--- config.mk ---
export PLATFORM = sky130hd
export DESIGN_NAME = command_line_tokenizer_top
export DESIGN_NICKNAME = d
export VERILOG_FILES = /design/src/hdl/clt_pkg.sv /design/src/hdl/command_line_tokenizer_top.sv
export SDC_FILE = /design/constraint.sdc
export NUM_CORES = 1
export LEC_CHECK = 0
export BUFFER_PORTS_ARGS = -buffer_cell sky130_fd_sc_hd__buf_2
export CAP_MARGIN = 10
export CORE_MARGIN = 2
export CORE_UTILIZATION = 35
export CTS_CLUSTER_DIAMETER = 150
export CTS_CLUSTER_SIZE = 25
export DETAILED_ROUTE_END_ITERATION = 12
export PLACE_DENSITY = 0.64
export RECOVER_POWER = 100
export SLEW_MARGIN = 20
export SYNTH_ARGS = -nofsm -noshare
export SYNTH_HDL_FRONTEND = slang
export SYNTH_SLANG_ARGS = --single-unit
--- constraint.sdc ---
create_clock -name clk -period 5.2 [get_ports clk]
set_clock_uncertainty 0.1 [all_clocks]
set_input_delay 1.04 -clock clk [delete_from_list [all_inputs] [get_ports clk]]
set_output_delay 1.04 -clock clk [all_outputs]
set_load 0.01 [all_outputs]
--- src/hdl/clt_pkg.sv ---
package clt_pkg;

  localparam int MAX_ARGS_DEFAULT = 16;
  localparam int KW_COUNT = 18;
  localparam int KW_MAX = 6;
  localparam int KW_LEN_W = 3;
  localparam int TYPE_W = 5;

  localparam logic [7:0] CHAR_QUOTE = 8'h22;
  localparam logic [7:0] CHAR_SPACE = 8'h20;
  localparam logic [7:0] CHAR_TAB = 8'h09;
  localparam logic [7:0] CHAR_CR = 8'h0D;

  typedef enum logic [1:0] {
    KIND_BYTE = 2'd0,
    KIND_END  = 2'd1,
    KIND_DONE = 2'd2
  } kind_t;

  typedef enum logic [1:0] {
    ST_OK       = 2'd0,
    ST_EMPTY    = 2'd1,
    ST_UNKNOWN  = 2'd2,
    ST_OVERFLOW = 2'd3
  } status_t;

  typedef struct packed {
    kind_t             kind;
    logic [7:0]        data;
    logic [3:0]        idx;
    logic [TYPE_W-1:0] ty;
    status_t           st;
    logic              last;
  } result_t;

  typedef struct packed {
    logic              hit;
    logic [TYPE_W-1:0] code;
  } kw_hit_t;

  // Keyword text, first character in the low byte, unused bytes zero.
  localparam logic [8*KW_MAX-1:0] KW_TEXT [KW_COUNT] = '{
    48'h00_4E_49_47_4F_4C,  // LOGIN
    48'h45_54_41_45_52_43,  // CREATE
    48'h00_00_48_53_55_50,  // PUSH
    48'h00_00_00_50_4F_50,  // POP
    48'h00_00_00_50_4F_54,  // TOP
    48'h00_00_00_54_45_53,  // SET
    48'h00_00_00_54_45_47,  // GET
    48'h00_00_00_44_44_41,  // ADD
    48'h00_00_00_42_55_53,  // SUB
    48'h00_00_00_4C_55_4D,  // MUL
    48'h00_00_00_56_49_44,  // DIV
    48'h00_4E_49_47_45_42,  // BEGIN
    48'h54_49_4D_4D_4F_43,  // COMMIT
    48'h00_00_00_45_59_42,  // BYE
    48'h00_00_00_00_4B_4F,  // OK
    48'h44_45_4C_49_41_46,  // FAILED
    48'h00_52_4F_52_52_45,  // ERROR
    48'h00_00_41_54_41_44   // DATA
  };

  localparam logic [KW_LEN_W-1:0] KW_LEN [KW_COUNT] = '{
    3'd5, 3'd6, 3'd4, 3'd3, 3'd3, 3'd3, 3'd3, 3'd3, 3'd3,
    3'd3, 3'd3, 3'd5, 3'd6, 3'd3, 3'd2, 3'd6, 3'd5, 3'd4
  };

  function automatic kw_hit_t kw_lookup(input logic [8*KW_MAX-1:0] text,
                                        input logic [KW_LEN_W-1:0] len);
    kw_hit_t h;
    h = '0;
    for (int k = 0; k < KW_COUNT; k++) begin
      if (KW_LEN[k] == len && KW_TEXT[k] == text) begin
        h.hit = 1'b1;
        h.code = TYPE_W'(k);
      end
    end
    return h;
  endfunction

endpackage

--- src/hdl/command_line_tokenizer_top.sv ---
// A request is registered in the input register, then its results (zero to
// four) enter the result buffer and leave it one per cycle while rsp_stall
// is low. A new request is taken every cycle while each request gives at
// most one result and rsp_stall is low; a request with more results holds
// the input while the result buffer drains. Synchronous active-high reset clears
// all tokenizer state and empties both the input register and the result buffer.
module command_line_tokenizer_top #(
  parameter int MAX_ARGS = clt_pkg::MAX_ARGS_DEFAULT
) (
  input  logic       clk,
  input  logic       rst,
  input  logic       req_valid,
  output logic       req_stall,
  input  logic [7:0] char_byte,
  input  logic       end_of_message,
  output logic       rsp_valid,
  input  logic       rsp_stall,
  output logic [1:0] out_kind,
  output logic [7:0] arg_byte,
  output logic [3:0] arg_index,
  output logic [4:0] message_type,
  output logic [1:0] status,
  output logic       last
);

  localparam int CNT_W = $clog2(MAX_ARGS + 2);
  localparam logic [CNT_W-1:0] CNT_LIMIT = CNT_W'(MAX_ARGS);
  localparam logic [CNT_W-1:0] CNT_SAT = CNT_W'(MAX_ARGS + 1);
  localparam int KW_MAX = clt_pkg::KW_MAX;

  // input register
  logic       in_valid;
  logic [7:0] in_char;
  logic       in_eom;

  // tokenizer state
  logic                             in_token, in_token_next;
  logic                             quoted_mode, quoted_mode_next;
  logic [7:0]                       held_byte, held_byte_next;
  logic                             held_valid, held_valid_next;
  logic                             first_done, first_done_next;
  logic [KW_MAX-1:0][7:0]           kw_buf, kw_buf_next;
  logic [clt_pkg::KW_LEN_W-1:0]     kw_len, kw_len_next;
  logic                             kw_over, kw_over_next;
  logic [clt_pkg::TYPE_W-1:0]       type_code, type_code_next;
  logic [CNT_W-1:0]                 arg_cnt, arg_cnt_next;
  clt_pkg::status_t                 msg_status, msg_status_next;

  // result buffer, entry 0 is presented
  clt_pkg::result_t res_buf [4];
  logic [2:0]       res_cnt;

  // step logic
  logic             ws;
  logic [7:0]       cb [2];
  logic [1:0]       n_cb;
  logic             close_tok;
  clt_pkg::kw_hit_t hit;
  clt_pkg::status_t done_st;
  clt_pkg::result_t res_new [4];
  logic [2:0]       n_res;

  logic rsp_fire;
  logic proc;

  assign rsp_valid = (res_cnt != 3'd0);
  assign rsp_fire  = rsp_valid && !rsp_stall;
  assign proc      = in_valid && (res_cnt == 3'd0 || (res_cnt == 3'd1 && rsp_fire));
  assign req_stall = in_valid && !proc;

  assign out_kind     = res_buf[0].kind;
  assign arg_byte     = res_buf[0].data;
  assign arg_index    = res_buf[0].idx;
  assign message_type = res_buf[0].ty;
  assign status       = res_buf[0].st;
  assign last         = res_buf[0].last;

  always_comb begin
    ws = (in_char == clt_pkg::CHAR_SPACE) ||
         (in_char >= clt_pkg::CHAR_TAB && in_char <= clt_pkg::CHAR_CR);

    in_token_next    = in_token;
    quoted_mode_next = quoted_mode;
    held_byte_next   = held_byte;
    held_valid_next  = held_valid;
    first_done_next  = first_done;
    kw_buf_next      = kw_buf;
    kw_len_next      = kw_len;
    kw_over_next     = kw_over;
    type_code_next   = type_code;
    arg_cnt_next     = arg_cnt;
    msg_status_next  = msg_status;

    cb[0]     = '0;
    cb[1]     = '0;
    n_cb      = 2'd0;
    close_tok = 1'b0;
    hit       = '0;
    done_st   = clt_pkg::ST_OK;
    n_res     = 3'd0;
    for (int i = 0; i < 4; i++) begin
      res_new[i] = '0;
    end

    // classify the character: content bytes first, then a token close
    if (!in_token) begin
      if (!ws) begin
        in_token_next = 1'b1;
        if (quoted_mode) begin
          // next piece of a quoted token: flush held byte, join with a space
          if (held_valid) begin
            cb[0] = held_byte;
            cb[1] = clt_pkg::CHAR_SPACE;
            n_cb  = 2'd2;
          end else begin
            cb[0] = clt_pkg::CHAR_SPACE;
            n_cb  = 2'd1;
          end
          held_byte_next  = in_char;
          held_valid_next = 1'b1;
        end else if (in_char == clt_pkg::CHAR_QUOTE) begin
          quoted_mode_next = 1'b1;
          held_byte_next   = in_char;
          held_valid_next  = 1'b0;
        end else begin
          cb[0] = in_char;
          n_cb  = 2'd1;
        end
      end
    end else if (!ws) begin
      if (quoted_mode) begin
        if (held_valid) begin
          cb[0] = held_byte;
          n_cb  = 2'd1;
        end
        held_byte_next  = in_char;
        held_valid_next = 1'b1;
      end else begin
        cb[0] = in_char;
        n_cb  = 2'd1;
      end
    end else begin
      in_token_next = 1'b0;
      if (quoted_mode) begin
        if (held_byte == clt_pkg::CHAR_QUOTE) begin
          close_tok        = 1'b1;
          quoted_mode_next = 1'b0;
          held_valid_next  = 1'b0;
        end
      end else begin
        close_tok = 1'b1;
      end
    end

    if (in_eom && (quoted_mode_next || in_token_next)) begin
      close_tok = 1'b1;
    end

    for (int i = 0; i < 2; i++) begin
      if (i < int'(n_cb)) begin
        if (!first_done) begin
          if (kw_len_next < clt_pkg::KW_LEN_W'(KW_MAX)) begin
            kw_buf_next[kw_len_next] = cb[i];
            kw_len_next = kw_len_next + 1'b1;
          end else begin
            kw_over_next = 1'b1;
          end
        end else if (msg_status != clt_pkg::ST_UNKNOWN && arg_cnt < CNT_LIMIT) begin
          res_new[n_res[1:0]] = '{kind: clt_pkg::KIND_BYTE, data: cb[i],
                                  idx: 4'(arg_cnt), ty: '0,
                                  st: clt_pkg::ST_OK, last: 1'b0};
          n_res = n_res + 3'd1;
        end
      end
    end

    if (close_tok) begin
      if (!first_done) begin
        first_done_next = 1'b1;
        msg_status_next = clt_pkg::ST_UNKNOWN;
        hit = clt_pkg::kw_lookup(kw_buf_next, kw_len_next);
        if (!kw_over_next && hit.hit) begin
          type_code_next  = hit.code;
          msg_status_next = clt_pkg::ST_OK;
        end
      end else if (msg_status != clt_pkg::ST_UNKNOWN) begin
        if (arg_cnt < CNT_LIMIT) begin
          res_new[n_res[1:0]] = '{kind: clt_pkg::KIND_END, data: '0,
                                  idx: 4'(arg_cnt), ty: '0,
                                  st: clt_pkg::ST_OK, last: 1'b0};
          n_res        = n_res + 3'd1;
          arg_cnt_next = arg_cnt + 1'b1;
        end else begin
          arg_cnt_next    = CNT_SAT;
          msg_status_next = clt_pkg::ST_OVERFLOW;
        end
      end
    end

    if (in_eom) begin
      done_st = first_done_next ? msg_status_next : clt_pkg::ST_EMPTY;
      res_new[n_res[1:0]] = '{kind: clt_pkg::KIND_DONE, data: '0, idx: '0,
                              ty: (done_st == clt_pkg::ST_OK ||
                                   done_st == clt_pkg::ST_OVERFLOW) ?
                                  type_code_next : '0,
                              st: done_st, last: 1'b0};
      n_res = n_res + 3'd1;
      // drop all message state
      in_token_next    = 1'b0;
      quoted_mode_next = 1'b0;
      held_byte_next   = '0;
      held_valid_next  = 1'b0;
      first_done_next  = 1'b0;
      kw_buf_next      = '0;
      kw_len_next      = '0;
      kw_over_next     = 1'b0;
      type_code_next   = '0;
      arg_cnt_next     = '0;
      msg_status_next  = clt_pkg::ST_OK;
    end

    for (int i = 0; i < 4; i++) begin
      res_new[i].last = (3'(i) == n_res - 3'd1);
    end
  end

  always_ff @(posedge clk) begin
    if (rst) begin
      in_valid <= 1'b0;
    end else if (!req_stall) begin
      in_valid <= req_valid;
    end
    if (!req_stall) begin
      in_char <= char_byte;
      in_eom  <= end_of_message;
    end
  end

  always_ff @(posedge clk) begin
    if (rst) begin
      in_token    <= 1'b0;
      quoted_mode <= 1'b0;
      held_byte   <= '0;
      held_valid  <= 1'b0;
      first_done  <= 1'b0;
      kw_buf      <= '0;
      kw_len      <= '0;
      kw_over     <= 1'b0;
      type_code   <= '0;
      arg_cnt     <= '0;
      msg_status  <= clt_pkg::ST_OK;
    end else if (proc) begin
      in_token    <= in_token_next;
      quoted_mode <= quoted_mode_next;
      held_byte   <= held_byte_next;
      held_valid  <= held_valid_next;
      first_done  <= first_done_next;
      kw_buf      <= kw_buf_next;
      kw_len      <= kw_len_next;
      kw_over     <= kw_over_next;
      type_code   <= type_code_next;
      arg_cnt     <= arg_cnt_next;
      msg_status  <= msg_status_next;
    end
  end

  always_ff @(posedge clk) begin
    if (rst) begin
      res_cnt <= 3'd0;
    end else if (proc) begin
      res_cnt <= n_res;
    end else if (rsp_fire) begin
      res_cnt <= res_cnt - 3'd1;
    end
    if (proc) begin
      res_buf <= res_new;
    end else if (rsp_fire) begin
      // advance the buffer by one entry
      for (int i = 0; i < 3; i++) begin
        res_buf[i] <= res_buf[i + 1];
      end
    end
  end

  a_res_cnt_range: assert property (@(posedge clk) disable iff (rst)
    res_cnt <= 3'd4)
    else $error("result buffer count out of range");

  a_done_is_last: assert property (@(posedge clk) disable iff (rst)
    rsp_valid && out_kind == clt_pkg::KIND_DONE |-> last)
    else $error("done result not marked last");

  a_eom_clears: assert property (@(posedge clk) disable iff (rst)
    proc && in_eom |=> !first_done && arg_cnt == '0 && !in_token && !quoted_mode)
    else $error("message state not cleared after done");

  a_cnt_sat: assert property (@(posedge clk) disable iff (rst)
    arg_cnt <= CNT_SAT)
    else $error("argument count beyond saturation");

  a_single_res_flow: assert property (@(posedge clk) disable iff (rst)
    proc && n_res == 3'd1 |=> rsp_valid && last)
    else $error("single result not presented as last");

endmodule
# Word level (Yosys, flattened, before mapping)
# Index checks and enable logic that the tools add are counted.
# classes
addsub,8
shifts,0
bitwise_logic,3
mul,0
order_cmp,17
div,0
n_mux,151
n_reduce_logical,50
n_eq_ne,37
# ops
cell,n
$mux W88,8
$eq A23 B48 Y1 const A,9
$mux W48,7
$bwmux W88,3
$eq A39 B48 Y1 const A,3
$eq A47 B48 Y1 const A,3
$mux W8,18
$demux W22 S2,3
$mux W66,2
$mux W6,21
$bwmux W48,2
$eq A31 B48 Y1 const A,2
$mux W22,3
$mux W20,3
$mux W3,17
$mux W5,10
$demux W8 S3,2
$eq A15 B48 Y1 const A,1
$mux W1,38
$logic_and A1 B1 Y1,31
$mux W2,13
$eq A8 B6 Y1 const B,3
$mux W16,1
$add A3 B1 Y3 const B,5
other kinds (28),58
# totals
mem_count,0
latchBits,0
input_bits,13
rom_bits,0
word_cells,310
regBits,177
mem_bits_rw,0

# Longest topological paths before layout
# depth
ltp_word,48
ltp_mapped,27
ltp_nobuf,22

# Least setup slack after synthesis
# Ideal clock, no wire load.
# synth_timing
kind,flip-flop to flip-flop
startpoint,register in_char[2]
endpoint,"register res_buf, in the netlist last (data pin)"
stages_incl_launch_ff,27
setup_time_ns,0.257
period_less_slack_ns,5.030
n_path_buf,5
path_slack_ns,0.170
arrival_time_ns,4.673
required_time_ns,4.843
path_cell_list,edfxtp_1 > buf_2 > or4b_4 > a21oi_1 > o31ai_1 > buf_2 > buf_2 > buf_2 > buf_1 > nand2_1 > nor2_1 > ha_1 > nand2_1 > o31ai_1 > nand2_1 > inv_1 > ha_1 > or3_1 > o21ai_0 > nand2_1 > o21ai_0 > ha_1 > inv_1 > ha_1 > o21ai_0 > nor2_1 > a32o_1
# synth_via
elab_chain_cells,21
# synth_lines
item,line,source
start: declaration,command_line_tokenizer_top.sv:33,logic [7:0] in_char;
start signal: assignment,command_line_tokenizer_top.sv:234,in_char <= char_byte;
$ge A8 B4 Y1 (tied with other cells),command_line_tokenizer_top.sv:80,(in_char >= clt_pkg::CHAR_TAB && in_char <= clt_pkg::CHAR_CR);
$logic_and A1 B1 Y1 / $mux W1 (equally long branches),"command_line_tokenizer_top.sv:80, command_line_tokenizer_top.sv:121",
$logic_or A1 B1 Y1 / $mux W2 (equally long branches),"command_line_tokenizer_top.sv:79, command_line_tokenizer_top.sv:109",
"$mux W2, on equally long branches","command_line_tokenizer_top.sv:107, command_line_tokenizer_top.sv:130",
$mux W2,command_line_tokenizer_top.sv:106,if (!in_token) begin
$lt A1 B2 Y1,command_line_tokenizer_top.sv:160,if (i < int'(n_cb)) begin
$mux W1,command_line_tokenizer_top.sv:160,
$add A3 B1 Y3,command_line_tokenizer_top.sv:172,n_res = n_res + 3'd1;
[... 5 more ...],n/a,
$mux W3,command_line_tokenizer_top.sv:186,end else if (msg_status != clt_pkg::ST_UNKNOWN) begin
$mux W3,command_line_tokenizer_top.sv:178,if (!first_done) begin
$mux W3 (*),command_line_tokenizer_top.sv:177,if (close_tok) begin
$add A3 B1 Y3,command_line_tokenizer_top.sv:207,n_res = n_res + 3'd1;
$mux W3 (*),command_line_tokenizer_top.sv:200,if (in_eom) begin
$sub A3 B1 Y3 (*),command_line_tokenizer_top.sv:223,res_new[i].last = (3'(i) == n_res - 3'd1);
$logic_not A3 Y1 (*),command_line_tokenizer_top.sv:223,
$mux W66 (*),command_line_tokenizer_top.sv:275,if (proc) begin
end signal: assignment,command_line_tokenizer_top.sv:276,res_buf <= res_new;
end signal: indexed assignment,command_line_tokenizer_top.sv:280,res_buf[i] <= res_buf[i + 1];
end: declaration,command_line_tokenizer_top.sv:50,clt_pkg::result_t res_buf [4];
# Mark *: on every way between the ends. The rest lies on a longest branch, timed or not.
# A chain may end at the register's enable or synchronous reset.

# Worst setup path after layout
# layout_timing
startpoint,register in_char[2]
endpoint,register res_buf[51] in the netlist's numbering (data pin)
# layout_via
elab_chain_cells,48
# layout_lines
item,line,source
$ge A8 B4 Y1 (tied with other cells),command_line_tokenizer_top.sv:80,
$logic_and A1 B1 Y1 / $mux W1 (equally long branches),"command_line_tokenizer_top.sv:80, command_line_tokenizer_top.sv:121",
$logic_or A1 B1 Y1 / $mux W2 (equally long branches),"command_line_tokenizer_top.sv:79, command_line_tokenizer_top.sv:109",
"$mux W2, on equally long branches","command_line_tokenizer_top.sv:107, command_line_tokenizer_top.sv:130",
$mux W2,command_line_tokenizer_top.sv:106,
$lt A1 B2 Y1,command_line_tokenizer_top.sv:160,
$mux W3,command_line_tokenizer_top.sv:160,
$lt A3 B4 Y1 (implied by the code) / $ge A3 B1 Y1 (equally long branches),command_line_tokenizer_top.sv:163,kw_buf_next[kw_len_next] = cb[i];
[... 32 more ...],n/a,
$mux W2,command_line_tokenizer_top.sv:177,
$mux W2,command_line_tokenizer_top.sv:201,done_st = first_done_next ? msg_status_next : clt_pkg::ST_EMPTY;
$eq A2 B2 Y1 / $logic_not A2 Y1 (equally long branches),"command_line_tokenizer_top.sv:204, command_line_tokenizer_top.sv:203",
$logic_or A1 B1 Y1,command_line_tokenizer_top.sv:203,ty: (done_st == clt_pkg::ST_OK ||
$mux W5,command_line_tokenizer_top.sv:204,done_st == clt_pkg::ST_OVERFLOW) ?
$bwmux W88,command_line_tokenizer_top.sv:202,"res_new[n_res[1:0]] = '{kind: clt_pkg::KIND_DONE, data: '0, idx: '0,"
$mux W88 (*),command_line_tokenizer_top.sv:200,
$mux W66 (*),command_line_tokenizer_top.sv:275,
# Mark *: on every way between the ends. The rest lies on a longest branch, timed or not. The select of a mux whose other input is x is not followed.

==> flow_summary.json <==
{
  "required_ps": 5390,
  "yosys_register_bits": 154,
  "nFillCells": 3163,
  "grt_first_pass_wirelength_um": 68230,
  "worst_slew_pin_slew_ps": 1821,
  "intPower_mw": 2.872,
  "p_comb_share_pct": 32.7,
  "grt_pass1_vias": 11190,
  "worstPathCellList": "or4b_4, a21o_1, a31oi_4, o211a_1, inv_1, ha_1, nand3_1, a2111oi_2, a211oi_1, or3_1, or4_4, o2111ai_2, a21oi_1, a32oi_2, buf_4, buf_4, nand2_1, o21ai_1",
  "ant_nets": 0,
  "postCtsHoldBufs": 0,
  "critPathTopFamily": "compound AO/OA/AOI/OAI gates",
  "syn_area_um2": 10770,
  "yosys_warnings": 0,
  "worstPathMaxFanout": 7,
  "crit_arrival_ps": 5260,
  "ir_drop_v": 0.0003930,
  "grt.overflow.total": 0,
  "r2r_slack_ps": 130,
  "violations": "capacitance limit, slew limit",
  "grtUsageMet1_pct": 37.71,
  "routedWlPerCell_um": 23.73,
  "cts_sinks": 154,
  "yosys.area_share.xor_xnor_pct": 0.3254,
  "final-setup-viol-count": 0,
  "relSlewSlack_pct": -21.42,
  "nets": 1507,
  "design.core.area_um2": 30430,
  "die_w_um": 179.4,
  "endpoint": "res_buf[51]$_DFFE_PP_",
  "crit_top_cell": "buf_4",
  "power_density_nw_per_um2": 359.4,
  "cts.path.max_buffers": 2,
  "reg2reg_to": "res_buf[51]$_DFFE_PP_",
  "synth_top_flop_cell": "dfxtp_1",
  "hold_viol": 0,
  "cts-buffers-inserted": 17,
  "crit-reg2reg-launch": "in_char[2]$_DFFE_PN_",
  "worstSetupStartpoint": "in_char[2]$_DFFE_PN_",
  "viasPerCell": 6.224,
  "synthTopCellsByCount": "182 x nor2_1, 169 x nand2_1, 80 x dfxtp_1",
  "start_kind": "flop",
  "ioPinCount": 37,
  "synth-edff-count": 74,
  "synth_top_area_share_pct": 20.64,
  "globalplace.congestion": 1.015,
  "initial_utilization_pct": 35.38,
  "yosys.area.top_type": "edfxtp_1",
  "place_area_um2": 12050,
  "drv_cap": 1,
  "yosysMostFrequentCell": "nor2_1",
  "insertion_delay_ps": 440,
  "power.sequential.fraction_pct": 38.5,
  "worstSetupPathDepth": 18,
  "grt_max_degree": 84,
  "yosys.area_share.simple_pct": 32.32,
  "p_leak_nw": 4.592,
  "first_pass_iters": 6,
  "ys_seq_area_share_pct": 35.52,
  "rr_worst_depth": 18,
  "drive_gt1_share_pct": 14.89,
  "final_max_slew_viol_count": 25,
  "power_switching_mw": 1.694,
  "cp_num_buf_inv": 3,
  "wirelength_um": 44770,
  "diodes": 0,
  "end_kind": "flop",
  "htree_levels": 4,
  "num_vias": 11750,
  "multi_input_area_um2": 6457,
  "fin_crit_sh_pct": 97.54,
  "busiest_layer": "met2",
  "dieArea_um2": 32180,
  "critPathKind": "reg -> reg",
  "synthTopCellsByArea": "edfxtp_1 21%, dfxtp_1 15%, nor2_1 6.3%",
  "syn_nets": 1402,
  "fmax_mhz": 197.2,
  "hold_class": "reg -> reg",
  "setup_tns_ps": 0,
  "p_sw_share_pct": 37.10,
  "ys_types": 89,
  "status": "complete, but fails checks",
  "design_area_um2": 12700,
  "syn_avg_cell_area_um2": 7.841,
  "hpwl_um": 34890,
  "cts_tree": "yes",
  "antenna_found_initial": 0,
  "synth_top_family_by_area": "simple AND/OR/NAND/NOR gates",
  "met2_usage_pct": 45.66,
  "met3_usage_pct": 4.494,
  "grt_usage_pct": 28.29,
  "die_h_um": 179.4,
  "first_iter_violations": 1385,
  "period_minus_slack_ps": 5072,
  "area_delta_synth_final_pct": 18.00,
  "io_buffer_count": 36,
  "p_clk_share_pct": 28.8,
  "root_buffer": "clkbuf_16",
  "drc": 0,
  "synth_async_sr_flop_share_pct": 0,
  "placementRows": 64,
  "cts.reportedPaths.clkPinSlew_ps": 70,
  "synth-compound-area-share_pct": 22.99,
  "critPathSlowestCell": "or4b_4",
  "cpPeakStageDelay_ps": 610,
  "synth_adder_area_share_pct": 1.860,
  "synthMuxAreaShare_pct": 1.813,
  "synth_cells": 1373,
  "seqCellArea_um2": 3825
}
==> what timing repair did <==
item	CTS	global route
endpoints found under the setup margin	0	43
gates resized for setup	0	17
setup buffers	0	4
==> logic make-up (layout without fill, tap and decap cells) <==
logic type / Yosys count / after routing
AO/OA/AOI/OAI: 357 / 357
XOR/XNOR: 4 / 4
adder cells (fa/ha/maj): 16 / 16
buffers and inverters: 120 / 238
flip-flops: 154 / 154
multiplexers: 19 / 19
AND/OR/NAND/NOR: 703 / 703
==> cell usage in the layout, fill, tap and decap left out, types with 10 or more instances in the layout <==
master and count:
nor2_1 181, nand2_1 167, buf_4 134, dfxtp_1 79, edfxtp_1 74, a21oi_1 67, o21ai_0 65, nand3_1 65
nor3_1 58, nor4_1 46, a22oi_1 43, nand4_1 42, clkbuf_1 30, inv_1 29, a22o_1 18, nand2b_1 17
clkbuf_16 17, and3_1 16, nor2b_1 16, ha_1 16, mux2i_1 15, a21o_1 14, o211ai_1 14, or3_1 13
and2_1 13, a211oi_1 11, o21ai_1 11, buf_2 11, nor3b_1 10
==> power groups by stage <==
stage / combinational [mW] / sequential (mW) / clock [mW]
after global routing: 1.62 / 1.79 / 1.38
after floorplan: 1.01 / 1.75 / 0
final: 1.49 / 1.76 / 1.31
after global placement: 1.48 / 1.77 / 0
after detailed placement: 1.49 / 1.78 / 0
after CTS: 1.49 / 1.75 / 1.33
==> per-stage QoR <==
| step | std cells | hold WS, ps | utilization (%) | total power, mW | worst slack [ps] |
|---|---|---|---|---|---|
| 2_1_floorplan | 1373 | 332.4 | - | 2.755 | 170.0 |
| 3_3_place_gp | 1851 | 342.9 | 39.59 | 3.247 | 135.0 |
| 3_5_place_dp | 1851 | 349.4 | 39.59 | 3.263 | 107.9 |
| 4_1_cts | 1883 | 360.6 | 41.60 | 4.579 | 27.08 |
| 5_1_grt | 1887 | 391.2 | 41.75 | 4.802 | -28.00 |
| 6_report | 1887 | 369.4 | 41.75 | 4.566 | 128.2 |
==> worst register-to-register path: stages, from the launching register on <==
cell	delay, ps
edfxtp_1	480
or4b_4	610
a21o_1	220
a31oi_4	190
o211a_1	210
inv_1	60
ha_1	260
nand3_1	170
a2111oi_2	410
a211oi_1	150
or3_1	410
or4_4	580
o2111ai_2	220
a21oi_1	90
a32oi_2	290
buf_4	180
buf_4	100
nand2_1	50
o21ai_1	150
==> worst min-delay path by stage <==
stage	end	cells past startpoint	startpoint	slack [ps]
3_3_place_gp	type_code[3]$_SDFFE_PP0P_	2	type_code[3]$_SDFFE_PP0P_	340
4_1_cts	type_code[3]$_SDFFE_PP0P_	2	type_code[3]$_SDFFE_PP0P_	360
3_5_place_dp	type_code[3]$_SDFFE_PP0P_	2	type_code[3]$_SDFFE_PP0P_	350
5_1_grt	type_code[3]$_SDFFE_PP0P_	2	type_code[3]$_SDFFE_PP0P_	390
6_report	type_code[3]$_SDFFE_PP0P_	2	type_code[3]$_SDFFE_PP0P_	370
2_1_floorplan	type_code[3]$_SDFFE_PP0P_	2	type_code[3]$_SDFFE_PP0P_	330
==> layer usage <==
metal | up-vias | share of wire (%)
met1 | 5664 | 43
met2 | 585 | 46
li1 | 5391 | -
met5 | - | 0
met4 | 0 | 3.8
met3 | 105 | 7.3
==> layout make-up <==
type                       count  area share (%)
sequential                   154           30.11
timing repair buffer         176           9.455
clock inverter                12           1.300
multi-input combinational   1099           50.83
inverter                      30          0.8864
clock buffer                  20           3.516
tap                          396           3.900
==> sequential cells by signal (all words and copies together), names as in the netlist, 3 cells and up <==
register      count
in_char           8
arg_byte          8
held_byte         8
type_code         5
arg_cnt           5
res_buf          43
res_cnt           3
kw_buf           48
arg_index         4
kw_len            3
message_type      5
Power figures use the tool's default switching activity.
